## src/assert_macros.svh

```systemverilog
// Assertion macros shared by the RTL files of the tank level qualifier.
`ifndef ASSERT_MACROS_SVH
`define ASSERT_MACROS_SVH

// Check that an antecedent implies a consequent on the same edge.
`define ASSERT_IMPL(label, clk, rst_n, ante, cons) \
	label: assert property (@(posedge clk) disable iff (!rst_n) (ante) |-> (cons)) \
		else $error("assertion failed");

// Check that an antecedent implies a consequent on the next edge.
`define ASSERT_NEXT(label, clk, rst_n, ante, cons) \
	label: assert property (@(posedge clk) disable iff (!rst_n) (ante) |=> (cons)) \
		else $error("assertion failed");

`endif

```

## src/tlsq_pkg.sv

```systemverilog
// Package of the tank level qualifier: widths, tables and shared types.
package tlsq_pkg;

	localparam int TABLE_POINTS_DEF = 18;
	localparam int RAW_W = 10;
	localparam int SUP_W = 9;
	localparam int PCT_W = 7;
	localparam int APR_W = 8;
	localparam int RJ_W = 7;
	localparam int NUM_W = 42;
	localparam int DEN_W = 40;
	localparam int CNT_W = 6;

	localparam logic [APR_W-1:0] APR_RESET = 8'd16;
	localparam logic [RJ_W-1:0] RJ_RESET = 7'd10;

	// Register addresses
	localparam logic [2:0] ADDR_APR = 3'd0;
	localparam logic [2:0] ADDR_RJ = 3'd4;

	// Request to the shared serial divider.
	typedef struct packed {
		logic start;
		logic signed [NUM_W-1:0] num;
		logic [DEN_W-1:0] den;
	} div_req_t;

	// Answer of the shared serial divider.
	typedef struct packed {
		logic done;
		logic signed [NUM_W-1:0] quo;
	} div_rsp_t;

	// First calibration table, Q6.10.
	function automatic logic signed [15:0] tab_one(input logic [4:0] i);
		logic signed [15:0] v;
		unique case (i)
			5'd0: v = 16'sd8704;
			5'd1: v = 16'sd7240;
			5'd2: v = 16'sd5253;
			5'd3: v = 16'sd3400;
			5'd4: v = 16'sd1382;
			5'd5: v = -16'sd358;
			5'd6: v = -16'sd2171;
			5'd7: v = -16'sd3809;
			5'd8: v = -16'sd5171;
			5'd9: v = -16'sd6359;
			5'd10: v = -16'sd7485;
			5'd11: v = -16'sd8397;
			5'd12: v = -16'sd9011;
			5'd13: v = -16'sd9349;
			5'd14: v = -16'sd9073;
			5'd15: v = -16'sd7956;
			5'd16: v = -16'sd4946;
			5'd17: v = -16'sd123;
			default: v = 16'sd0;
		endcase
		return v;
	endfunction

	// Second calibration table, Q6.10.
	function automatic logic signed [15:0] tab_two(input logic [4:0] i);
		logic signed [15:0] v;
		unique case (i)
			5'd0: v = 16'sd12902;
			5'd1: v = 16'sd12698;
			5'd2: v = 16'sd11571;
			5'd3: v = 16'sd10138;
			5'd4: v = 16'sd8653;
			5'd5: v = 16'sd6861;
			5'd6: v = 16'sd4751;
			5'd7: v = 16'sd2540;
			5'd8: v = 16'sd307;
			5'd9: v = -16'sd1741;
			5'd10: v = -16'sd3963;
			5'd11: v = -16'sd6144;
			5'd12: v = -16'sd7987;
			5'd13: v = -16'sd9789;
			5'd14: v = -16'sd11192;
			5'd15: v = -16'sd12534;
			5'd16: v = -16'sd13568;
			5'd17: v = -16'sd12902;
			default: v = 16'sd0;
		endcase
		return v;
	endfunction

	// Reliability weight of an estimate, in hundredths.
	function automatic logic [6:0] reliability(input logic signed [15:0] s);
		logic [6:0] r;
		if (s <= 18 || s > 86) r = 7'd100;
		else if (s <= 25) r = 7'd65;
		else if (s <= 32) r = 7'd50;
		else if (s <= 50) r = 7'd30;
		else if (s <= 81) r = 7'd3;
		else if (s < 85) r = 7'd15;
		else r = 7'd80;
		return r;
	endfunction

endpackage

```

## src/tlsq_div.sv

```systemverilog
// Bit-serial signed divider with round-half-to-even quotient.
module tlsq_div (
	input logic clk,
	input logic arst_n,
	input tlsq_pkg::div_req_t req,
	output tlsq_pkg::div_rsp_t rsp
);
	import tlsq_pkg::*;

	`include "assert_macros.svh"

	typedef enum logic [1:0] {IDLE, RUN, FIX} st_t;

	st_t st_q;
	logic [NUM_W-1:0] mag_q;     // numerator magnitude shifting out, quotient in
	logic [DEN_W:0] rem_q;
	logic [DEN_W-1:0] den_q;
	logic neg_q;
	logic [CNT_W-1:0] cnt_q;
	logic signed [NUM_W-1:0] quo_q;
	logic done_q;

	logic [DEN_W:0] trial;
	logic [DEN_W:0] shifted;
	logic [DEN_W+1:0] rem2;
	logic signed [NUM_W:0] qfl;
	logic [NUM_W-1:0] qmag;
	logic rnz;
	logic up;

	// One restoring step per cycle on the shifted remainder.
	assign shifted = {rem_q[DEN_W-1:0], mag_q[NUM_W-1]};
	assign trial = shifted - {1'b0, den_q};

	// Floor quotient for a negative numerator, then the rounding decision.
	assign qmag = mag_q;
	assign rnz = (rem_q != '0);
	always_comb begin
		logic [DEN_W:0] rr;
		rr = rem_q;
		if (neg_q && rnz) begin
			qfl = -$signed({1'b0, qmag}) - (NUM_W+1)'(1);
			rr = {1'b0, den_q} - rem_q;
		end else if (neg_q) begin
			qfl = -$signed({1'b0, qmag});
		end else begin
			qfl = $signed({1'b0, qmag});
		end
		rem2 = {rr, 1'b0};
		up = (rem2 > {2'b0, den_q}) || ((rem2 == {2'b0, den_q}) && qfl[0]);
	end

	// Sequence load, iterate and round.
	always_ff @(posedge clk or negedge arst_n) begin
		if (!arst_n) begin
			st_q <= IDLE;
			done_q <= 1'b0;
			cnt_q <= '0;
		end else begin
			done_q <= 1'b0;
			unique case (st_q)
				IDLE: begin
					if (req.start) begin
						neg_q <= req.num[NUM_W-1];
						mag_q <= req.num[NUM_W-1] ? NUM_W'(-req.num) : NUM_W'(req.num);
						den_q <= req.den;
						rem_q <= '0;
						cnt_q <= CNT_W'(NUM_W - 1);
						st_q <= RUN;
					end
				end
				RUN: begin
					if (!trial[DEN_W]) begin
						rem_q <= trial;
						mag_q <= {mag_q[NUM_W-2:0], 1'b1};
					end else begin
						rem_q <= shifted;
						mag_q <= {mag_q[NUM_W-2:0], 1'b0};
					end
					if (cnt_q == '0) st_q <= FIX;
					else cnt_q <= cnt_q - 1'b1;
				end
				FIX: begin
					quo_q <= NUM_W'(qfl + (up ? (NUM_W+1)'(1) : (NUM_W+1)'(0)));
					done_q <= 1'b1;
					st_q <= IDLE;
				end
				default: st_q <= IDLE;
			endcase
		end
	end

	assign rsp.done = done_q;
	assign rsp.quo = quo_q;

	`ASSERT_NEXT(a_fix_done, clk, arst_n, st_q == FIX, done_q)
	`ASSERT_IMPL(a_done_idle, clk, arst_n, done_q, st_q == IDLE)
	`ASSERT_IMPL(a_run_cnt, clk, arst_n, st_q == IDLE, !done_q || cnt_q == '0)
endmodule

```

## src/tlsq_core.sv

```systemverilog
// Measurement sequencer: field values, table search, interpolation, blend.
module tlsq_core #(
	parameter int TABLE_POINTS = tlsq_pkg::TABLE_POINTS_DEF
) (
	input logic clk,
	input logic arst_n,
	input logic start,
	input logic [tlsq_pkg::RAW_W-1:0] a_raw,
	input logic [tlsq_pkg::RAW_W-1:0] b_raw,
	input logic [tlsq_pkg::SUP_W-1:0] sup,
	output logic done,
	output logic [tlsq_pkg::PCT_W-1:0] pct
);
	import tlsq_pkg::*;

	`include "assert_macros.svh"

	localparam int IW = $clog2(TABLE_POINTS);
	localparam logic [IW-1:0] LAST = IW'(TABLE_POINTS - 1);
	localparam logic [IW-1:0] KMAX = IW'(TABLE_POINTS - 2);

	// Estimate paths and interpolation selects.
	localparam logic [1:0] MODE_NORM = 2'd0;
	localparam logic [1:0] MODE_NEAR = 2'd2;
	localparam logic [1:0] SEL_K1 = 2'd0;
	localparam logic [1:0] SEL_K2 = 2'd1;
	localparam logic [1:0] SEL_K3 = 2'd2;

	typedef enum logic [3:0] {
		IDLE, F1, F2, SCAN, PICK, I1, I2, I3, RES, BL, OUT
	} st_t;

	st_t st_q;
	st_t prev_st_q;
	div_req_t req;
	div_rsp_t rsp;
	logic signed [15:0] f1_q, f2_q;
	logic [IW-1:0] i_q;
	logic [IW-1:0] k1_q, k2_q, k3_q;
	logic k1n_q, k1f_q, k3f_q;
	logic [IW-1:0] best_q;
	logic [16:0] bd_q;
	logic signed [15:0] d0_q, d1_q, alt_q;
	logic [1:0] mode_q;
	logic [1:0] isel_q;
	logic [PCT_W-1:0] pct_q;
	logic done_q;
	logic [SUP_W-1:0] sup_q;
	logic [RAW_W-1:0] b_q;

	tlsq_div u_div (.clk(clk), .arst_n(arst_n), .req(req), .rsp(rsp));

	// Table reads at the scan index.
	logic signed [15:0] t1i, t2i, ta, tb;
	logic [16:0] pt_dist;
	logic [IW-1:0] ksel;
	logic ktab;
	assign t1i = tab_one(5'(i_q));
	assign t2i = tab_two(5'(i_q));
	assign pt_dist = ($signed({t1i[15], t1i}) - $signed({f1_q[15], f1_q})) < 0 ?
		17'($signed({f1_q[15], f1_q}) - $signed({t1i[15], t1i})) :
		17'($signed({t1i[15], t1i}) - $signed({f1_q[15], f1_q}));

	// Segment and table for the current interpolation.
	always_comb begin
		unique case (isel_q)
			SEL_K1: begin ksel = k1_q; ktab = 1'b0; end
			SEL_K2: begin ksel = k2_q; ktab = 1'b0; end
			default: begin ksel = k3_q; ktab = 1'b1; end
		endcase
		ta = ktab ? tab_two(5'(ksel)) : tab_one(5'(ksel));
		tb = ktab ? tab_two(5'(ksel + 1'b1)) : tab_one(5'(ksel + 1'b1));
	end

	// Interpolation numerator and denominator.
	logic signed [NUM_W-1:0] inum;
	logic signed [17:0] seg;
	logic signed [NUM_W-1:0] iden_s;
	logic signed [15:0] fsel;
	logic signed [7:0] base;
	logic signed [25:0] bprod;
	logic signed [19:0] fdiff;
	assign fsel = ktab ? f2_q : f1_q;
	assign seg = 18'(tb) - 18'(ta);
	assign base = 8'(10 + 5 * int'(ksel));
	assign bprod = 26'(base) * 26'(seg);
	assign fdiff = 20'(fsel) - 20'(ta);
	always_comb begin
		inum = NUM_W'(bprod) + NUM_W'(fdiff) * NUM_W'(5);
		iden_s = NUM_W'(seg);
		if (seg < 0) begin
			inum = -inum;
			iden_s = -iden_s;
		end
	end

	// Field numerator and denominator for one reading.
	logic [RAW_W-1:0] rsel;
	logic signed [NUM_W-1:0] fnum;
	logic [DEN_W-1:0] fden;
	assign rsel = (st_q == IDLE) ? a_raw : b_q;
	assign fnum = NUM_W'(64'sd1048064000 * $signed({1'b0, rsel}))
		- NUM_W'(64'sd2144335872 * $signed({1'b0, (st_q == IDLE) ? sup : sup_q}));
	assign fden = DEN_W'(102300) * DEN_W'((st_q == IDLE) ? sup : sup_q);

	logic signed [15:0] fsat;
	assign fsat = (rsp.quo > 32767) ? 16'sd32767 :
		(rsp.quo < -32768) ? -16'sd32768 : 16'(rsp.quo);

	// Correction of the ambiguous estimate.
	logic signed [16:0] ad1, ad0, dalt;
	assign ad1 = (alt_q - d1_q) < 0 ? 17'(d1_q - alt_q) : 17'(alt_q - d1_q);
	assign ad0 = (d1_q - d0_q) < 0 ? 17'(d0_q - d1_q) : 17'(d1_q - d0_q);
	assign dalt = 17'(alt_q) - ad1 + 17'sd5;

	// Blend weights and weighted sum.
	logic [6:0] w1, w2;
	logic signed [23:0] bp0, bp1;
	assign w1 = reliability(d0_q);
	assign w2 = 7'd100 - reliability(d1_q);
	assign bp0 = 24'($signed({1'b0, w1})) * 24'(d0_q);
	assign bp1 = 24'($signed({1'b0, w2})) * 24'(d1_q);

	logic signed [NUM_W-1:0] quo;
	assign quo = rsp.quo;

	// Divider starts for each field and on entry to I1-I3 and BL.
	always_comb begin
		req.start = 1'b0;
		req.num = fnum;
		req.den = fden;
		unique case (st_q)
			IDLE: req.start = start;
			F1: req.start = rsp.done;
			I1, I2, I3: begin
				req.start = (prev_st_q != st_q);
				req.num = inum;
				req.den = DEN_W'(iden_s);
			end
			BL: begin
				req.start = (prev_st_q != st_q);
				req.num = NUM_W'(bp0) + NUM_W'(bp1);
				req.den = DEN_W'(w1) + DEN_W'(w2);
			end
			default: ;
		endcase
	end

	always_ff @(posedge clk or negedge arst_n) begin
		if (!arst_n) begin
			st_q <= IDLE;
			done_q <= 1'b0;
			isel_q <= '0;
			i_q <= '0;
		end else begin
			done_q <= 1'b0;
			unique case (st_q)
				// Start the first field division.
				IDLE: begin
					if (start) begin
						sup_q <= sup;
						b_q <= b_raw;
						st_q <= F1;
					end
				end
				// Hold f1, start the second field.
				F1: begin
					if (rsp.done) begin
						f1_q <= fsat;
						st_q <= F2;
					end
				end
				F2: begin
					if (rsp.done) begin
						f2_q <= fsat;
						i_q <= '0;
						k1f_q <= 1'b0; k3f_q <= 1'b0;
						k1_q <= '0; k1n_q <= 1'b0; k2_q <= LAST; k3_q <= '0;
						best_q <= '0;
						bd_q <= '1;
						st_q <= SCAN;
					end
				end
				// Walk both tables one point a cycle.
				SCAN: begin
					if (t1i < f1_q) begin
						k2_q <= i_q;
						if (!k1f_q) begin
							k1f_q <= 1'b1;
							if (i_q == '0) k1n_q <= 1'b1;
							else k1_q <= i_q - 1'b1;
						end
					end
					if (t2i < f2_q && !k3f_q) begin
						k3f_q <= 1'b1;
						k3_q <= (i_q == '0) ? '0 : i_q - 1'b1;
					end
					if (pt_dist < bd_q) begin
						bd_q <= pt_dist;
						best_q <= i_q;
					end
					if (i_q == LAST) st_q <= PICK;
					else i_q <= i_q + 1'b1;
				end
				// Decide the case; clamp segments.
				PICK: begin
					if (k2_q > KMAX) k2_q <= KMAX;
					if (k1n_q && k2_q == LAST && f2_q > 0) begin
						d0_q <= 16'sd10;
						d1_q <= 16'sd10;
						st_q <= BL;
					end else if (!k1n_q && k1_q == '0 && k2_q == LAST && f2_q < 0) begin
						d0_q <= 16'(10 + 5 * int'(best_q));
						mode_q <= MODE_NEAR;
						if (k3_q == '0) begin
							d1_q <= 16'sd90;
							st_q <= BL;
						end else begin
							isel_q <= SEL_K3;
							st_q <= I3;
						end
					end else begin
						mode_q <= MODE_NORM;
						isel_q <= SEL_K1;
						st_q <= I1;
					end
				end
				I1: begin
					if (rsp.done) begin
						d0_q <= 16'(quo);
						isel_q <= SEL_K2;
						st_q <= I2;
					end
				end
				I2: begin
					if (rsp.done) begin
						alt_q <= 16'(quo);
						if (k3_q == '0 && f2_q < 0) begin
							d1_q <= 16'sd90;
							st_q <= RES;
						end else begin
							isel_q <= SEL_K3;
							st_q <= I3;
						end
					end
				end
				I3: begin
					if (rsp.done) begin
						d1_q <= 16'(quo);
						st_q <= (mode_q == MODE_NEAR) ? BL : RES;
					end
				end
				RES: begin
					if (ad1 < ad0) begin
						if (d1_q <= 80 && ad1 > 5) d0_q <= 16'(dalt);
						else d0_q <= alt_q;
					end
					st_q <= BL;
				end
				BL: begin
					if (rsp.done) begin
						pct_q <= (quo < 0) ? '0 : (quo > 100) ? 7'd100 : PCT_W'(quo);
						done_q <= 1'b1;
						st_q <= IDLE;
					end
				end
				default: st_q <= IDLE;
			endcase
			// Clamped below-zero index for the first search.
			if (st_q == PICK && k1n_q) k1_q <= '0;
		end
	end

	// Track the previous state to spot state entry.
	always_ff @(posedge clk or negedge arst_n) begin
		if (!arst_n) prev_st_q <= IDLE;
		else prev_st_q <= st_q;
	end

	assign done = done_q;
	assign pct = pct_q;

	`ASSERT_IMPL(a_done_range, clk, arst_n, done_q, pct_q <= 7'd100)
	`ASSERT_NEXT(a_start_leaves, clk, arst_n, st_q == IDLE && start, st_q == F1)
	`ASSERT_IMPL(a_scan_idx, clk, arst_n, st_q == SCAN, i_q <= LAST)
endmodule

```

## src/tank_level_sensor_qualifier_top.sv

```systemverilog
// Top level of the tank level qualifier: handshake, registers, report logic.
//
// One sample is taken at a time. A disconnected sample bypasses the core: its
// disconnect flag is registered on acceptance, then its result is loaded into
// the output register. A connected one is sequenced through the shared
// bit-serial divider (up to six divisions: two field values, three
// interpolations, one blend) and a scan of both tables. The result waits in an
// output register and the next sample is taken once it has been delivered.
module tank_level_sensor_qualifier_top #(
	parameter int TABLE_POINTS = tlsq_pkg::TABLE_POINTS_DEF
) (
	input logic clk,
	input logic arst_n,
	input logic psel,
	input logic penable,
	input logic pwrite,
	input logic [2:0] paddr,
	input logic [31:0] pwdata,
	output logic [31:0] prdata,
	output logic pready,
	input logic in_valid,
	output logic in_stall,
	input logic [tlsq_pkg::RAW_W-1:0] gas_a_raw,
	input logic [tlsq_pkg::RAW_W-1:0] gas_b_raw,
	input logic [tlsq_pkg::SUP_W-1:0] supply_level,
	output logic out_valid,
	input logic out_stall,
	output logic [tlsq_pkg::PCT_W-1:0] tank_percent,
	output logic transmit,
	output logic disconnected,
	output logic recheck_soon
);
	import tlsq_pkg::*;

	`include "assert_macros.svh"

	logic [APR_W-1:0] apr_q;
	logic [RJ_W-1:0] rj_q;
	logic busy_q;
	logic disc_q;
	logic [PCT_W-1:0] prev_q;
	logic [APR_W-1:0] cnt_q;
	logic idle_q;
	logic ov_q;
	logic [PCT_W-1:0] pct_q;
	logic tx_q, dc_q, rc_q;

	logic acc;
	logic core_done;
	logic [PCT_W-1:0] core_pct;
	logic disc_now;
	logic [11:0] volt;
	logic [RAW_W:0] dab;
	logic [12:0] dvb;

	assign pready = 1'b1;
	assign prdata = (paddr == ADDR_RJ) ? {25'b0, rj_q} :
		(paddr == ADDR_APR) ? {24'b0, apr_q} : 32'b0;

	// Register writes.
	always_ff @(posedge clk or negedge arst_n) begin
		if (!arst_n) begin
			apr_q <= APR_RESET;
			rj_q <= RJ_RESET;
		end else if (psel && penable && pwrite) begin
			if (paddr == ADDR_APR) apr_q <= pwdata[APR_W-1:0];
			else if (paddr == ADDR_RJ) rj_q <= pwdata[RJ_W-1:0];
		end
	end

	// Disconnect test: floor(2.046 * supply) by constant multiply and shift.
	assign volt = 12'((41'(supply_level) * 41'd2196876132) >> 30);
	assign dab = (gas_b_raw > gas_a_raw) ? 11'(gas_b_raw - gas_a_raw) :
		11'(gas_a_raw - gas_b_raw);
	assign dvb = (13'(volt) > 13'(gas_b_raw)) ? 13'(volt) - 13'(gas_b_raw) :
		13'(gas_b_raw) - 13'(volt);
	assign disc_now = (supply_level == '0) || (dab <= 11'd7 && dvb < 13'd35);

	assign in_stall = busy_q;
	assign acc = in_valid && !busy_q;

	tlsq_core #(.TABLE_POINTS(TABLE_POINTS)) u_core (
		.clk(clk), .arst_n(arst_n), .start(acc && !disc_now),
		.a_raw(gas_a_raw), .b_raw(gas_b_raw), .sup(supply_level),
		.done(core_done), .pct(core_pct)
	);

	// Final percentage and report decision.
	logic fin;
	logic [PCT_W-1:0] p;
	logic due, tx;
	logic signed [PCT_W+1:0] rise;
	assign fin = (busy_q && !ov_q) && (disc_q || core_done);
	assign p = disc_q ? '0 : core_pct;
	assign due = !idle_q && (cnt_q == apr_q - 1'b1);
	assign rise = $signed({2'b0, p}) - $signed({2'b0, prev_q});
	always_comb begin
		if (p == '0) tx = (prev_q != '0);
		else tx = (prev_q == '0) || (rise >= $signed({2'b0, rj_q})) || due;
	end

	always_ff @(posedge clk or negedge arst_n) begin
		if (!arst_n) begin
			busy_q <= 1'b0;
			disc_q <= 1'b0;
			ov_q <= 1'b0;
			prev_q <= '0;
			cnt_q <= '0;
			idle_q <= 1'b1;
		end else begin
			if (acc) begin
				busy_q <= 1'b1;
				disc_q <= disc_now;
			end
			if (fin) begin
				ov_q <= 1'b1;
				pct_q <= p;
				tx_q <= tx;
				dc_q <= disc_q;
				rc_q <= (p == '0);
				prev_q <= p;
				if (p == '0) begin
					idle_q <= 1'b1;
					cnt_q <= '0;
				end else if (due || idle_q) begin
					idle_q <= 1'b0;
					cnt_q <= '0;
				end else begin
					cnt_q <= cnt_q + 1'b1;
				end
			end
			if (ov_q && !out_stall) begin
				ov_q <= 1'b0;
				busy_q <= 1'b0;
			end
		end
	end

	assign out_valid = ov_q;
	assign tank_percent = pct_q;
	assign transmit = tx_q;
	assign disconnected = dc_q;
	assign recheck_soon = rc_q;

	`ASSERT_IMPL(a_ov_busy, clk, arst_n, ov_q, busy_q)
	`ASSERT_IMPL(a_disc_zero, clk, arst_n, ov_q && dc_q, pct_q == '0 && rc_q)
	`ASSERT_NEXT(a_fin_out, clk, arst_n, fin, ov_q)
endmodule
```

## config.mk

```make
export PLATFORM = sky130hd
export DESIGN_NAME = tank_level_sensor_qualifier_top
export DESIGN_NICKNAME = d
export VERILOG_FILES = /design/src/tlsq_pkg.sv /design/src/tlsq_div.sv /design/src/tlsq_core.sv /design/src/tank_level_sensor_qualifier_top.sv
export VERILOG_INCLUDE_DIRS = /design/src /design/src/src
export SDC_FILE = /design/constraint.sdc
export NUM_CORES = 2
export LEC_CHECK = 0
export ABC_AREA = 1
export BUFFER_PORTS_ARGS = -buffer_cell sky130_fd_sc_hd__buf_4
export CELL_PAD_IN_SITES_DETAIL_PLACEMENT = 0
export CELL_PAD_IN_SITES_GLOBAL_PLACEMENT = 2
export CORE_UTILIZATION = 43
export DETAILED_ROUTE_END_ITERATION = 10
export PLACE_DENSITY_LB_ADDON = 0.1
export SLEW_MARGIN = 20
export SYNTH_ARGS = -nofsm -noshare
export SYNTH_HDL_FRONTEND = slang
export SYNTH_SLANG_ARGS = --single-unit
```

## constraint.sdc

```tcl
create_clock -name clk -period 16.5 [get_ports clk]
set_input_delay 2.475 -clock clk [delete_from_list [all_inputs] [get_ports clk]]
set_output_delay 2.475 -clock clk [all_outputs]
set_load 0.02 [all_outputs]
```

==> out/results.ini <==
[status]
outcome = complete, no violations

[floorplan]
start_util_pct = 43.4
core.rowCount = 146
die_area_sq_um = 162000
die_w_microns = 402
core_area_sq_um = 159000
die_y_microns = 402
top_level_ports = 116

[place]
port_buffers = 66
gp_congestion = 0.930
dp.cells = 11380
placed_area_sq_um = 71900
post-dp-hpwl_microns = 193000

[critical_path]
reg2reg_from = u_core.isel_q[1]
cp.arrival_ns = 14.26
crit_required_ns = 16.89
cpMostUsedCell = inv_1
rrSetupSlack_ns = 2.63
worstSetupPathType = reg -> reg
endpoint_kind = register
cpMaxStageDelayCell = xor2_1
cp-start-kind = register
r2r_cells = 66
reg2reg_to = u_core.u_div.mag_q[20]
crit_fanout = 32
slowest_delay_ns = 0.71

[global_route]
grt_pass1_wl_microns = 354000
grt_max_degree = 68
grt_pass1_vias = 60350
grt_overflow = 0
track_usage_pct = 28.2
antenna_found_initial = 9

[synth]
synth-edff-count = 323
yosysWarnings = 0
synth.distinct_cells = 82
synthArstFlopShare_pct = 15.4
synth_commonest_cells = inv_1 (1853), nand2_1 (1610), ha_1 (885)
avgSynthCellArea_sq_um = 7.44
synth_ff_type = edfxtp_1
synth_area_sq_um = 68800
yosysTopAreaCellShare_pct = 16.8
seq_area_frac_synth_pct = 16.3
yosys-top-cells-area = fa_1 (17%), ha_1 (16%), edfxtp_1 (14%)
synthCells = 9246
synth_most_common_cell = inv_1
ys_ff_latch = 382
synth_top_cell_by_area = fa_1

[detailed_routing]
final_antenna_net_count = 0
routed_wl_microns = 228000
viasPerCell = 5.31
drc = 0
vias = 60929
dr.pass1.iters = 6
wl_per_cell_microns = 19.9
drt_iter0_drc = 4840

[sta]
slew_viol_final = 0
fin_worst_skew_ns = 0.0496
worstMarginPinSlew_ns = 1.19
fin_crit_ns = 13.87
hold_violations = 0
max-slew-margin-rel_pct = 19.5
fin_setup_tns_ns = 0
final-setup-viol-count = 0
fmax_ghz = 0.0721
rsz0062_at_grt = false
period_share_pct = 84.1

[min_path]
hold_end = in_stall
hold_class = reg -> reg
whs_path_depth = 1
min_from = out_valid

[cells_and_area]
syn2layout_area_growth_pct = 7.15
register_area_sq_um = 11200
stdcell_area_sq_um = 73700
multiInputGateArea_sq_um = 50100
nets = 10896
fillCellCount = 16373
drive_above_1_share_pct = 4.25
final_cells = 11478

[cts]
cts_tree = yes
cts_buffers = 52
postCtsSetupRepairBufs = 0
htree_levels = 2
clk_pin_slew_ns = 0.06
insertion_delay_ns = 0.68
root_buffer = clkbuf_16
numClockSinks = 382
cts.repair.resized = 0
ctsHoldBuffers = 0
cts_buffer_depth = 3

[run]
cap_violations = 0

-- registers in the layout, indices dropped and copies added, names as in the netlist, 6 cells and up --
register	flops
u_core.f1_q	16
prev_q	7
u_core.pct	7
u_core.u_div.quo_q	42
u_core.f2_q	16
u_core.u_div.rem_q	41
u_core.u_div.den_q	40
u_core.d0_q	16
apr_q	8
u_core.u_div.mag_q	42
u_core.b_q	10
u_core.sup_q	9
u_core.d1_q	16
u_core.alt_q	16
tank_percent	7
cnt_q	8
u_core.bd_q	17
rj_q	7
u_core.u_div.cnt_q	6
-- layout by cell type, fill, tap and decap left out, drive strengths merged, types with 124 or more instances in the layout --
cell type  count
nand4        130
buf          124
xnor2        125
edfxtp       323
nand3        385
o21ai        602
nand2       1631
conb         134
nor2         856
fa           578
a21oi        669
inv         1873
ha           885
xor2         283
-- worst max-delay path: cells and delay by family, from the launching register on --
family | cells | cell delay, ns
XOR/XNOR | 3 | 1.37
AND/OR/NAND/NOR | 28 | 3.32
AO/OA/AOI/OAI | 9 | 1.62
adder cells (fa/ha/maj) | 10 | 4.16
flip-flops | 1 | 0.38
buffers and inverters | 16 | 2.73
-- cell families after synthesis --
family / Yosys count / synth area share, %
AND/OR/NAND/NOR: 3251 / 20.3
adder cells (fa/ha/maj): 1463 / 32.9
multiplexers: 14 / 0.207
buffers and inverters: 2080 / 11.7
XOR/XNOR: 408 / 5.22
other: 2 / 0.0109
AO/OA/AOI/OAI: 1646 / 13.5
flip-flops: 382 / 16.3
-- layout make-up --
type / count / share of cell area [%]
antenna: 2 / 0.00679
clock buffer: 60 / 1.83
clock inverter: 36 / 0.548
inverter: 1886 / 9.61
multi-input combinational: 6916 / 68.0
sequential: 382 / 15.2
tap: 2072 / 3.52
timing repair buffer: 124 / 1.26
-- stage by stage --
| step | utilization, % | hold slack, ns | setup slack (ns) |
|---|---|---|---|
| floorplan | - | 0.349 | 5.25 |
| global placement | 45.4 | 0.468 | 2.68 |
| detailed placement | 45.4 | 0.474 | 2.75 |
| CTS | 46.5 | 0.485 | 2.70 |
| global route | 46.5 | 0.500 | 1.56 |
| finish | 46.5 | 0.484 | 2.63 |
-- layer usage --
| layer | GRT usage, % | vias to the layer above | part of all wire (%) |
|---|---|---|---|
| li1 | - | 30015 | - |
| met1 | 40.0 | 29178 | 47 |
| met2 | 46.4 | 1534 | 46 |
| met3 | 2.98 | 200 | 5.5 |
| met4 | 5.37 | 2 | 1.9 |
| met5 | 0 | - | 0.0057 |
-- how the worst max path moves through the flow --
stage	startpoint	endpoint	slack (ns)	depth (start not counted)
after global placement	u_core.isel_q[1]	u_core.u_div.mag_q[20]	2.68	66
after CTS	u_core.isel_q[1]	u_core.u_div.mag_q[20]	2.70	66
final	u_core.isel_q[1]	u_core.u_div.mag_q[20]	2.63	66
after global routing	u_core.isel_q[1]	u_core.u_div.mag_q[31]	1.56	69
after floorplan	u_core.isel_q[0]	u_core.u_div.mag_q[27]	5.25	68
after detailed placement	u_core.isel_q[1]	u_core.u_div.mag_q[20]	2.75	66
Power is left out: the tool's default activity adds up to more than one toggle a clock period on the data nets, which glitch-free logic cannot reach.
